==> src/hdl/tosb_pkg.sv <==
`timescale 1ns / 1ps
`default_nettype none

package tosb_pkg;

    // Number of channels in the bank (1 to 16).
    localparam int unsigned CHANNELS = 16;

    localparam int unsigned TIME_W = 32;
    localparam int unsigned LEVEL_W = 16;
    localparam int unsigned CHAN_W = 5;

    typedef logic [CHANNELS-1:0] t_lvl;
    typedef logic [TIME_W-1:0] t_time;

    // Request codes carried in the input tuser.
    typedef enum logic [2:0] {
        REQ_TICK       = 3'd0,
        REQ_STEADY_ONE = 3'd1,
        REQ_TEMP_ONE   = 3'd2,
        REQ_STEADY_ALL = 3'd3,
        REQ_TEMP_ALL   = 3'd4,
        REQ_REINIT     = 3'd5
    } t_req;

    // Operation as seen by one cell of the chain.
    typedef enum logic [2:0] {
        OP_NONE,
        OP_TICK,
        OP_STEADY,
        OP_TEMP,
        OP_REINIT
    } t_op;

    // Register indexes of the configuration port.
    localparam logic [0:0] CFG_BUS_MASK = 1'b0;
    localparam logic [0:0] CFG_DEFAULTS = 1'b1;

    // Command broadcast to every cell while a token walks the chain.
    typedef struct packed {
        t_op   op;
        t_time timeout;
        t_time elapsed;
    } t_cmd;

endpackage

`default_nettype wire

==> src/hdl/timed_override_signal_bank_unit.sv <==
`timescale 1ns / 1ps
`default_nettype none

// Bank of one-bit status lines, each with a steady level and a temporary
// level that holds while a millisecond countdown runs.
// Input channel (s_axis): tuser carries the request code, tdata carries the
// channel number, the level vector, the timeout and the elapsed time. Every
// accepted item gives exactly one result item on the output channel (m_axis):
// tdata holds the packed levels and tuser the bus update flag.
// Each channel lives in one cell of a chain. After an item is accepted a
// token walks the chain one cell per cycle; each cell updates its own state
// and inserts its level into a vector that travels with the token. The result
// is registered when the token leaves the last cell, and the input stays
// closed until then, so a new item is taken only once the last one is through.
// The output register holds a finished result while the receiver stalls; the
// input is open again meanwhile, and a second result waits in a holding
// register until the first one is taken.
// The configuration port is to be written only while the bank is idle; the
// bank does not enforce this. Synchronous active-low reset clears all levels,
// countdowns, the last sent vector and both configuration registers.
module timed_override_signal_bank_unit (
    input  wire logic        i_clk,
    input  wire logic        i_rst_n,
    input  wire logic        i_s_axis_tvalid,
    output logic             o_s_axis_tready,
    // [4:0] channel, [20:5] level_bits, [52:21] timeout, [84:53] elapsed_ms
    input  wire logic [87:0] i_s_axis_tdata,
    // [2:0] req_type
    input  wire logic [2:0]  i_s_axis_tuser,
    output logic             o_m_axis_tvalid,
    input  wire logic        i_m_axis_tready,
    // [15:0] levels
    output logic [15:0]      o_m_axis_tdata,
    // [0] bus_update
    output logic [0:0]       o_m_axis_tuser,
    input  wire logic        i_cfg_we,
    input  wire logic [0:0]  i_cfg_index,
    input  wire logic [15:0] i_cfg_data
);
    import tosb_pkg::*;

    typedef enum logic [1:0] {
        ST_IDLE,
        ST_WALK,
        ST_HOLD
    } t_state;

    t_state r_state;

    // Configuration registers.
    logic [LEVEL_W-1:0] r_bus_mask;
    logic [LEVEL_W-1:0] r_defaults;

    // Accepted item.
    logic [2:0]         r_req;
    logic [CHAN_W-1:0]  r_chan;
    logic [LEVEL_W-1:0] r_bits;
    t_time              r_timeout;
    t_time              r_elapsed;
    logic               r_start;

    t_lvl               r_last_sent;

    // Output and holding registers.
    logic               r_out_valid;
    t_lvl               r_out_levels;
    logic               r_out_upd;
    t_lvl               r_pend_levels;
    logic               r_pend_upd;

    t_cmd  w_cmd;
    logic  w_single;
    logic  w_exit;
    logic  w_upd;
    logic  w_out_free;
    logic  w_out_load;
    t_lvl  w_lv;
    t_lvl  w_tok;
    t_lvl  w_lvl_chain [CHANNELS];

    // Translate the request code into the cell operation.
    always_comb begin
        w_cmd.timeout = r_timeout;
        w_cmd.elapsed = r_elapsed;
        w_single      = 1'b0;
        case (r_req)
            REQ_TICK: begin
                w_cmd.op = OP_TICK;
            end
            REQ_STEADY_ONE: begin
                w_cmd.op = OP_STEADY;
                w_single = 1'b1;
            end
            REQ_TEMP_ONE: begin
                w_cmd.op = OP_TEMP;
                w_single = 1'b1;
            end
            REQ_STEADY_ALL: begin
                w_cmd.op = OP_STEADY;
            end
            REQ_TEMP_ALL: begin
                w_cmd.op = OP_TEMP;
            end
            REQ_REINIT: begin
                w_cmd.op = OP_REINIT;
            end
            default: begin
                w_cmd.op = OP_NONE;
            end
        endcase
    end

    // The chain of channel cells. Cell 0 receives the start token and an
    // empty level vector; each cell hands both on to its neighbor.
    for (genvar i = 0; i < CHANNELS; i++) begin : g_cell
        logic w_sel;
        logic w_bit;
        logic w_tok_in;
        t_lvl w_lvl_in;

        // Single-channel sets pick one cell and use bit 0; whole-bank sets
        // give every cell its own bit of the vector.
        assign w_sel = w_single ? (r_chan == CHAN_W'(i)) : 1'b1;
        assign w_bit = w_single ? r_bits[0] : r_bits[i];

        if (i == 0) begin : g_head
            assign w_tok_in = r_start;
            assign w_lvl_in = '0;
        end else begin : g_link
            assign w_tok_in = w_tok[i-1];
            assign w_lvl_in = w_lvl_chain[i-1];
        end

        tosb_cell u_cell (
            .i_clk     (i_clk),
            .i_rst_n   (i_rst_n),
            .i_cmd     (w_cmd),
            .i_sel     (w_sel),
            .i_bit     (w_bit),
            .i_default (r_defaults[i]),
            .i_token   (w_tok_in),
            .i_levels  (w_lvl_in),
            .o_token   (w_tok[i]),
            .o_levels  (w_lvl_chain[i])
        );
    end

    assign w_exit     = w_tok[CHANNELS-1];
    assign w_lv       = w_lvl_chain[CHANNELS-1];
    assign w_out_free = !r_out_valid || i_m_axis_tready;

    // The output register loads either a result leaving the chain or the
    // held result, whenever it is empty or being emptied in this cycle.
    assign w_out_load = w_out_free
                        && (((r_state == ST_WALK) && w_exit) || (r_state == ST_HOLD));

    // A tick flags a bus update only when some in-range channel is bus-type
    // and the level vector moved since the last recorded one.
    assign w_upd = (w_cmd.op == OP_TICK) && (r_bus_mask[CHANNELS-1:0] != '0)
                   && (w_lv != r_last_sent);

    always_ff @(posedge i_clk) begin
        if (!i_rst_n) begin
            r_state     <= ST_IDLE;
            r_start     <= 1'b0;
            r_out_valid <= 1'b0;
            r_bus_mask  <= '0;
            r_defaults  <= '0;
            r_last_sent <= '0;
        end else begin
            r_start <= (r_state == ST_IDLE) && i_s_axis_tvalid;

            if (i_cfg_we) begin
                case (i_cfg_index)
                    CFG_BUS_MASK: r_bus_mask <= i_cfg_data;
                    CFG_DEFAULTS: r_defaults <= i_cfg_data;
                    default: begin
                    end
                endcase
            end

            if (w_out_load) begin
                r_out_valid <= 1'b1;
            end else if (r_out_valid && i_m_axis_tready) begin
                r_out_valid <= 1'b0;
            end

            case (r_state)
                ST_IDLE: begin
                    if (i_s_axis_tvalid) begin
                        r_req     <= i_s_axis_tuser;
                        r_chan    <= i_s_axis_tdata[4:0];
                        r_bits    <= i_s_axis_tdata[20:5];
                        r_timeout <= i_s_axis_tdata[52:21];
                        r_elapsed <= i_s_axis_tdata[84:53];
                        r_state   <= ST_WALK;
                    end
                end
                ST_WALK: begin
                    if (w_exit) begin
                        if (w_cmd.op == OP_TICK && r_bus_mask[CHANNELS-1:0] != '0) begin
                            r_last_sent <= w_lv;
                        end else if (w_cmd.op == OP_REINIT) begin
                            r_last_sent <= '0;
                        end
                        if (w_out_free) begin
                            r_out_levels <= w_lv;
                            r_out_upd    <= w_upd;
                            r_state      <= ST_IDLE;
                        end else begin
                            r_pend_levels <= w_lv;
                            r_pend_upd    <= w_upd;
                            r_state       <= ST_HOLD;
                        end
                    end
                end
                ST_HOLD: begin
                    if (w_out_free) begin
                        r_out_levels <= r_pend_levels;
                        r_out_upd    <= r_pend_upd;
                        r_state      <= ST_IDLE;
                    end
                end
                default: begin
                    r_state <= ST_IDLE;
                end
            endcase
        end
    end

    assign o_s_axis_tready = (r_state == ST_IDLE);
    assign o_m_axis_tvalid = r_out_valid;
    assign o_m_axis_tdata  = 16'(r_out_levels);
    assign o_m_axis_tuser  = r_out_upd;

`ifndef SYNTHESIS
    // At most one token travels the chain at a time.
    a_one_token: assert property (@(posedge i_clk) disable iff (!i_rst_n)
        $onehot0({w_tok, r_start}))
        else $error("more than one token in the cell chain");

    // The input is open only while no token is in flight.
    a_idle_empty: assert property (@(posedge i_clk) disable iff (!i_rst_n)
        o_s_axis_tready |-> (w_tok == '0 && !r_start))
        else $error("input open while the chain is busy");

    // The start token reaches the first cell in the cycle after it is raised.
    a_start_hop: assert property (@(posedge i_clk) disable iff (!i_rst_n)
        r_start |=> w_tok[0])
        else $error("start token did not enter the chain");

    // A held result exists only while the output register is full.
    a_hold_full: assert property (@(posedge i_clk) disable iff (!i_rst_n)
        (r_state == ST_HOLD) |-> r_out_valid)
        else $error("holding state with an empty output register");
`endif

endmodule

`default_nettype wire

==> src/hdl/tosb_cell.sv <==
`timescale 1ns / 1ps
`default_nettype none

module tosb_cell (
    input  wire logic            i_clk,
    input  wire logic            i_rst_n,
    input  wire tosb_pkg::t_cmd  i_cmd,
    input  wire logic            i_sel,
    input  wire logic            i_bit,
    input  wire logic            i_default,
    input  wire logic            i_token,
    input  wire tosb_pkg::t_lvl  i_levels,
    output logic                 o_token,
    output tosb_pkg::t_lvl       o_levels
);
    import tosb_pkg::*;

    logic  r_steady, n_steady;
    logic  r_temp, n_temp;
    logic  r_cur, n_cur;
    t_time r_rem, n_rem;
    logic  r_token;
    t_lvl  r_levels;

    // The cell acts only in the cycle the token sits at its input.
    always_comb begin
        n_steady = r_steady;
        n_temp   = r_temp;
        n_cur    = r_cur;
        n_rem    = r_rem;
        if (i_token) begin
            case (i_cmd.op)
                OP_TICK: begin
                    if (r_rem != '0) begin
                        n_rem = (r_rem >= i_cmd.elapsed) ? r_rem - i_cmd.elapsed : '0;
                        n_cur = r_temp;
                    end else begin
                        n_cur = r_steady;
                    end
                end
                OP_STEADY: begin
                    if (i_sel) begin
                        n_steady = i_bit;
                    end
                end
                OP_TEMP: begin
                    if (i_sel) begin
                        n_temp = i_bit;
                        n_rem  = i_cmd.timeout;
                    end
                end
                OP_REINIT: begin
                    n_steady = i_default;
                    n_temp   = 1'b0;
                    n_rem    = '0;
                    n_cur    = 1'b0;
                end
                default: begin
                end
            endcase
        end
    end

    always_ff @(posedge i_clk) begin
        if (!i_rst_n) begin
            r_steady <= 1'b0;
            r_temp   <= 1'b0;
            r_cur    <= 1'b0;
            r_rem    <= '0;
            r_token  <= 1'b0;
            r_levels <= '0;
        end else begin
            r_steady <= n_steady;
            r_temp   <= n_temp;
            r_cur    <= n_cur;
            r_rem    <= n_rem;
            r_token  <= i_token;
            if (i_token) begin
                // Shift the packed vector down and put this cell's level on top.
                r_levels <= (i_levels >> 1) | (t_lvl'(n_cur) << (CHANNELS - 1));
            end
        end
    end

    assign o_token  = r_token;
    assign o_levels = r_levels;

endmodule

`default_nettype wire

==> config.mk <==
export PLATFORM = sky130hd
export DESIGN_NAME = timed_override_signal_bank_unit
export DESIGN_NICKNAME = d
export VERILOG_FILES = /design/src/hdl/tosb_pkg.sv /design/src/hdl/timed_override_signal_bank_unit.sv /design/src/hdl/tosb_cell.sv
export SDC_FILE = /design/constraint.sdc
export NUM_CORES = 2
export LEC_CHECK = 0
export BUFFER_PORTS_ARGS = -buffer_cell sky130_fd_sc_hd__buf_2
export CORE_AREA = 2 2 369 371
export CTS_CLUSTER_DIAMETER = 50
export DETAILED_ROUTE_END_ITERATION = 16
export DIE_AREA = 0 0 371 373
export GPL_TIMING_DRIVEN = 0
export PLACE_DENSITY = 0.71
export SLEW_MARGIN = 15
export SYNTH_ARGS = -nofsm -noshare
export SYNTH_HDL_FRONTEND = slang
export SYNTH_HIERARCHICAL = 1
export SYNTH_SLANG_ARGS = --single-unit
==> constraint.sdc <==
create_clock -name i_clk -period 12.7 [get_ports i_clk]
set_input_delay 0.635 -clock i_clk [delete_from_list [all_inputs] [get_ports i_clk]]
set_output_delay 0.635 -clock i_clk [all_outputs]
set_load 0.01 [all_outputs]
==> metrics list <==
- Run status: finished, final reports clean
- Post-Synthesis Net Count: 9430
- The largest individual stage delay along the critical path comes from the cell sky130_fd_sc_hd__clkbuf_1.
* Effective utilization at floorplan: 51.43%
- STA classifies the critical path startpoint as a flip-flop.
- For this design the ratio of total power to cell area is 95.48 mW/mm².
- Type of element capturing the critical path: flip-flop
- Across all layers, the routed design uses 73060 vias.
- Maximum clock frequency: 0.2400 GHz
* Count of hold buffers inserted by post-cts repair: 41
- The worst hold path belongs to the class in -> reg.
- CP cell instances: nand3b_1, inv_4, buf_12, nor2b_1, nand2b_1, a21boi_1, clkbuf_1, clkbuf_1, clkbuf_1, a21oi_1
- Once the clock tree was built, the setup fixing pass inserted 0 buffers.
- Slowest cell delay on critical path: 0.55 ns
* Routed vias/inst: 6.541
* Number of primary I/O pins: 132
* H-tree level count: 4
- Nets: 9906
- Die width: 371 µm
- Destination of the worst hold path: r_elapsed[17]
- The number of buffers and inverters on the critical path is 5.
* Class of the most critical setup path: reg -> reg
- Final-report max-slew violation count: 0
- Routed signal wires occupy layers up through met5.
- Inserted Clock Buffers: 133
- For the finished layout, the period the worst path requires is 4.167 ns.
- In this run the critical register-to-register path is launched from r_req[1].
- Largest net degree at the start of global routing: 44
- A synthesized cell averages 7.878 µm².
* Most common cell type on the critical path: sky130_fd_sc_hd__clkbuf_1
- Reg2Reg Setup Slack: 8.53 ns
* Number of antenna violations at the first check in global routing: 21
* Maximum number of buffers from clock root to sink: 3
- Clock transition time at the flip-flop clock pins of the worst setup and hold paths: 0.06 ns
* Wire length on met1: 111.5 mm
- The number of endpoints with negative hold slack in the final report is 0.
- Total Neg Setup Slack: 0 ns
- Overall fraction of global-route tracks in use: 39.75%
* Total die area: 0.1384 mm²
- Endpoint required time on the critical path: 13.34 ns
- Number of instances in the synthesized netlist: 8789
- Across all setup checks in the final design, the least slack found is 8.533 ns.
- Along the worst hold path, the cell count comes to 1.
- Source of the worst hold timing path: i_s_axis_tdata[70]
- The congestion estimate from routability-driven global placement came to 0.9840.
- Tightest Pin Transition: 1.195 ns
* Final global-route overflow total: 0
* Fraction of final layout cells with drive strength greater than 1: 10.05%
- Number of search-and-repair iterations in the first detailed-routing pass: 7
- VDD sags by at most 0.0001577 V.
- Critical path arrival: 4.81 ns
* Number of cells upsized or downsized after cts: 0
* Clock latency on the worst-skew pair: 0.81 ns
* Worst reg-to-reg path cell count: 10
- The number of global-route vias before repair is 68289.
* Cell leakage power: 35.52 nW
- After detailed routing, the number of remaining DRC violations is 0.
- Clock root buffer master: sky130_fd_sc_hd__clkbuf_16
* Global-route wire length before repair: 421.1 mm
- Detailed route wirelength on metal3: 39.47 mm
* Post-route clock skew: 0.03722 ns
- Netlist area before placement: 0.06924 mm²
* Routed wire length: 285.7 mm
- OpenSTA, run right after detailed placement, puts the worst setup slack at 8.776 ns.
* Area Growth Syn to Fin: 16.57%
* Quantity of I/O buffers inserted on ports: 128
- The initialized floorplan defines 135 standard-cell rows.
- For this block, the initial DRC count from the detailed router was 9667.
- In the final routed layout, each cell accounts on average for 25.58 µm.
- Once detailed placement completed, the half-perimeter wirelength came to 217.0 mm.
- The total area inside the core boundary comes to 0.1346 mm².
- Counting every sink on the clock net gives 886.
* RR Endpoint: g_cell[11].u_cell/r_rem[18]
* Yosys warning count: 6
- Total length of routed met2 wires: 114.0 mm
- The worst pin sits at a relative slew slack of 20.33%.
- TritonCTS built the clock tree.
- Largest fanout on the critical path: 43
- On the critical path the largest part of the delay comes from buffers and inverters.
- Max-cap check violation count: 0
* Ratio of final minimum period to clock period: 32.81%
* Die Y: 373 µm
* Detail Route Antenna Nets: 0
* RSZ-0062 raised after global routing: false
- Count of endpoints failing setup in the final report: 0
[worst reg2reg max path, cell delays in order, from the launching register on]
cell and delay [ns]:
sky130_fd_sc_hd__edfxtp_1 0.51, sky130_fd_sc_hd__nand3b_1 0.28, sky130_fd_sc_hd__inv_4 0.50, sky130_fd_sc_hd__buf_12 0.32
sky130_fd_sc_hd__nor2b_1 0.27, sky130_fd_sc_hd__nand2b_1 0.15, sky130_fd_sc_hd__a21boi_1 0.32, sky130_fd_sc_hd__clkbuf_1 0.48
sky130_fd_sc_hd__clkbuf_1 0.48, sky130_fd_sc_hd__clkbuf_1 0.55, sky130_fd_sc_hd__a21oi_1 0.17
[final cells by class]
class	instances	area [µm²]
Sequential cell	886	18960
Buffer	498	2646
Tap cell	1781	2228
Timing Repair Buffer	341	4553
Clock inverter	79	892.1
Multi-Input combinational cell	6619	44710
Clock buffer	166	3732
Antenna cell	14	35.03
Fill cell	11821	53910
Inverter	786	2953
[metrics by stage]
step	hold slack [ns]	utilization, %	instance area (µm²)	total power [mW]	std cells
finish	0.01350	59.95	80710	7.706	11170
global route	0.0008096	59.93	80670	7.878	11156
CTS	0.000009659	59.93	80670	7.677	11156
detailed placement	0.4496	56.19	75640	3.837	10870
global placement	0.4472	53.56	72110	3.746	10698
floorplan	0.4342	-	69240	3.434	8789
[worst max path at each step]
stage / from / endpoint / slack [ns] / cells past startpoint
CTS: r_req[1] / g_cell[11].u_cell/r_rem[17] / 8.74 / 10
detailed placement: r_req[1] / g_cell[11].u_cell/r_rem[17] / 8.78 / 10
finish: r_req[1] / g_cell[11].u_cell/r_rem[18] / 8.53 / 10
floorplan: r_req[1] / g_cell[9].u_cell/r_rem[20] / 6.39 / 10
global route: r_req[1] / g_cell[11].u_cell/r_rem[2] / 8.39 / 10
global placement: r_req[1] / g_cell[10].u_cell/r_rem[25] / 2.06 / 7
[state kept, by name, summed over array words and instances, names as in the netlist]
name / cells
r_defaults: 16
r_bits: 16
g_cell.u_cell/r_steady: 16
g_cell.u_cell/r_rem: 512
o_m_axis_tvalid: 1
g_cell.u_cell/r_temp: 16
g_cell.w_tok_in: 1
o_m_axis_tuser: 1
r_bus_mask: 16
r_elapsed: 32
g_cell.u_cell/o_token: 16
r_last_sent: 16
r_state: 2
g_cell.u_cell/o_levels: 136
r_pend_levels: 16
r_timeout: 32
o_m_axis_tdata: 16
r_pend_upd: 1
r_req: 3
r_chan: 5
g_cell.u_cell/r_cur: 16
[per-layer routing]
layer  up-vias  global-route usage (%)
met5         -                       0
met4        16                   24.45
met3      1057                   11.58
met2      4469                   56.32
met1     34486                   52.66
li1      33032                       -
[cells in the final DEF (no fill, tap or decap), types with 126 or more instances in the layout]
master                        n
sky130_fd_sc_hd__a21oi_1    840
sky130_fd_sc_hd__inv_1      785
sky130_fd_sc_hd__dfxtp_1    764
sky130_fd_sc_hd__o21ai_0    674
sky130_fd_sc_hd__nand2_1    661
sky130_fd_sc_hd__ha_1       512
sky130_fd_sc_hd__nor2_1     406
sky130_fd_sc_hd__a22oi_1    286
sky130_fd_sc_hd__clkbuf_1   268
sky130_fd_sc_hd__xnor2_1    250
sky130_fd_sc_hd__a21o_1     243
sky130_fd_sc_hd__nand3_1    235
sky130_fd_sc_hd__buf_2      216
sky130_fd_sc_hd__nor2b_1    194
sky130_fd_sc_hd__nand4_1    187
sky130_fd_sc_hd__mux2i_1    173
sky130_fd_sc_hd__xor2_1     171
sky130_fd_sc_hd__nor4_1     143
sky130_fd_sc_hd__clkbuf_16  141
sky130_fd_sc_hd__a22o_1     126
[where the power goes]
group / internal [mW] / leakage, nW / switching [mW]
clock network: 2.31 / 2.25 / 1.55
logic: 0.325 / 26.0 / 0.578
registers: 2.87 / 7.29 / 0.0659
Power figures use the tool's default switching activity.
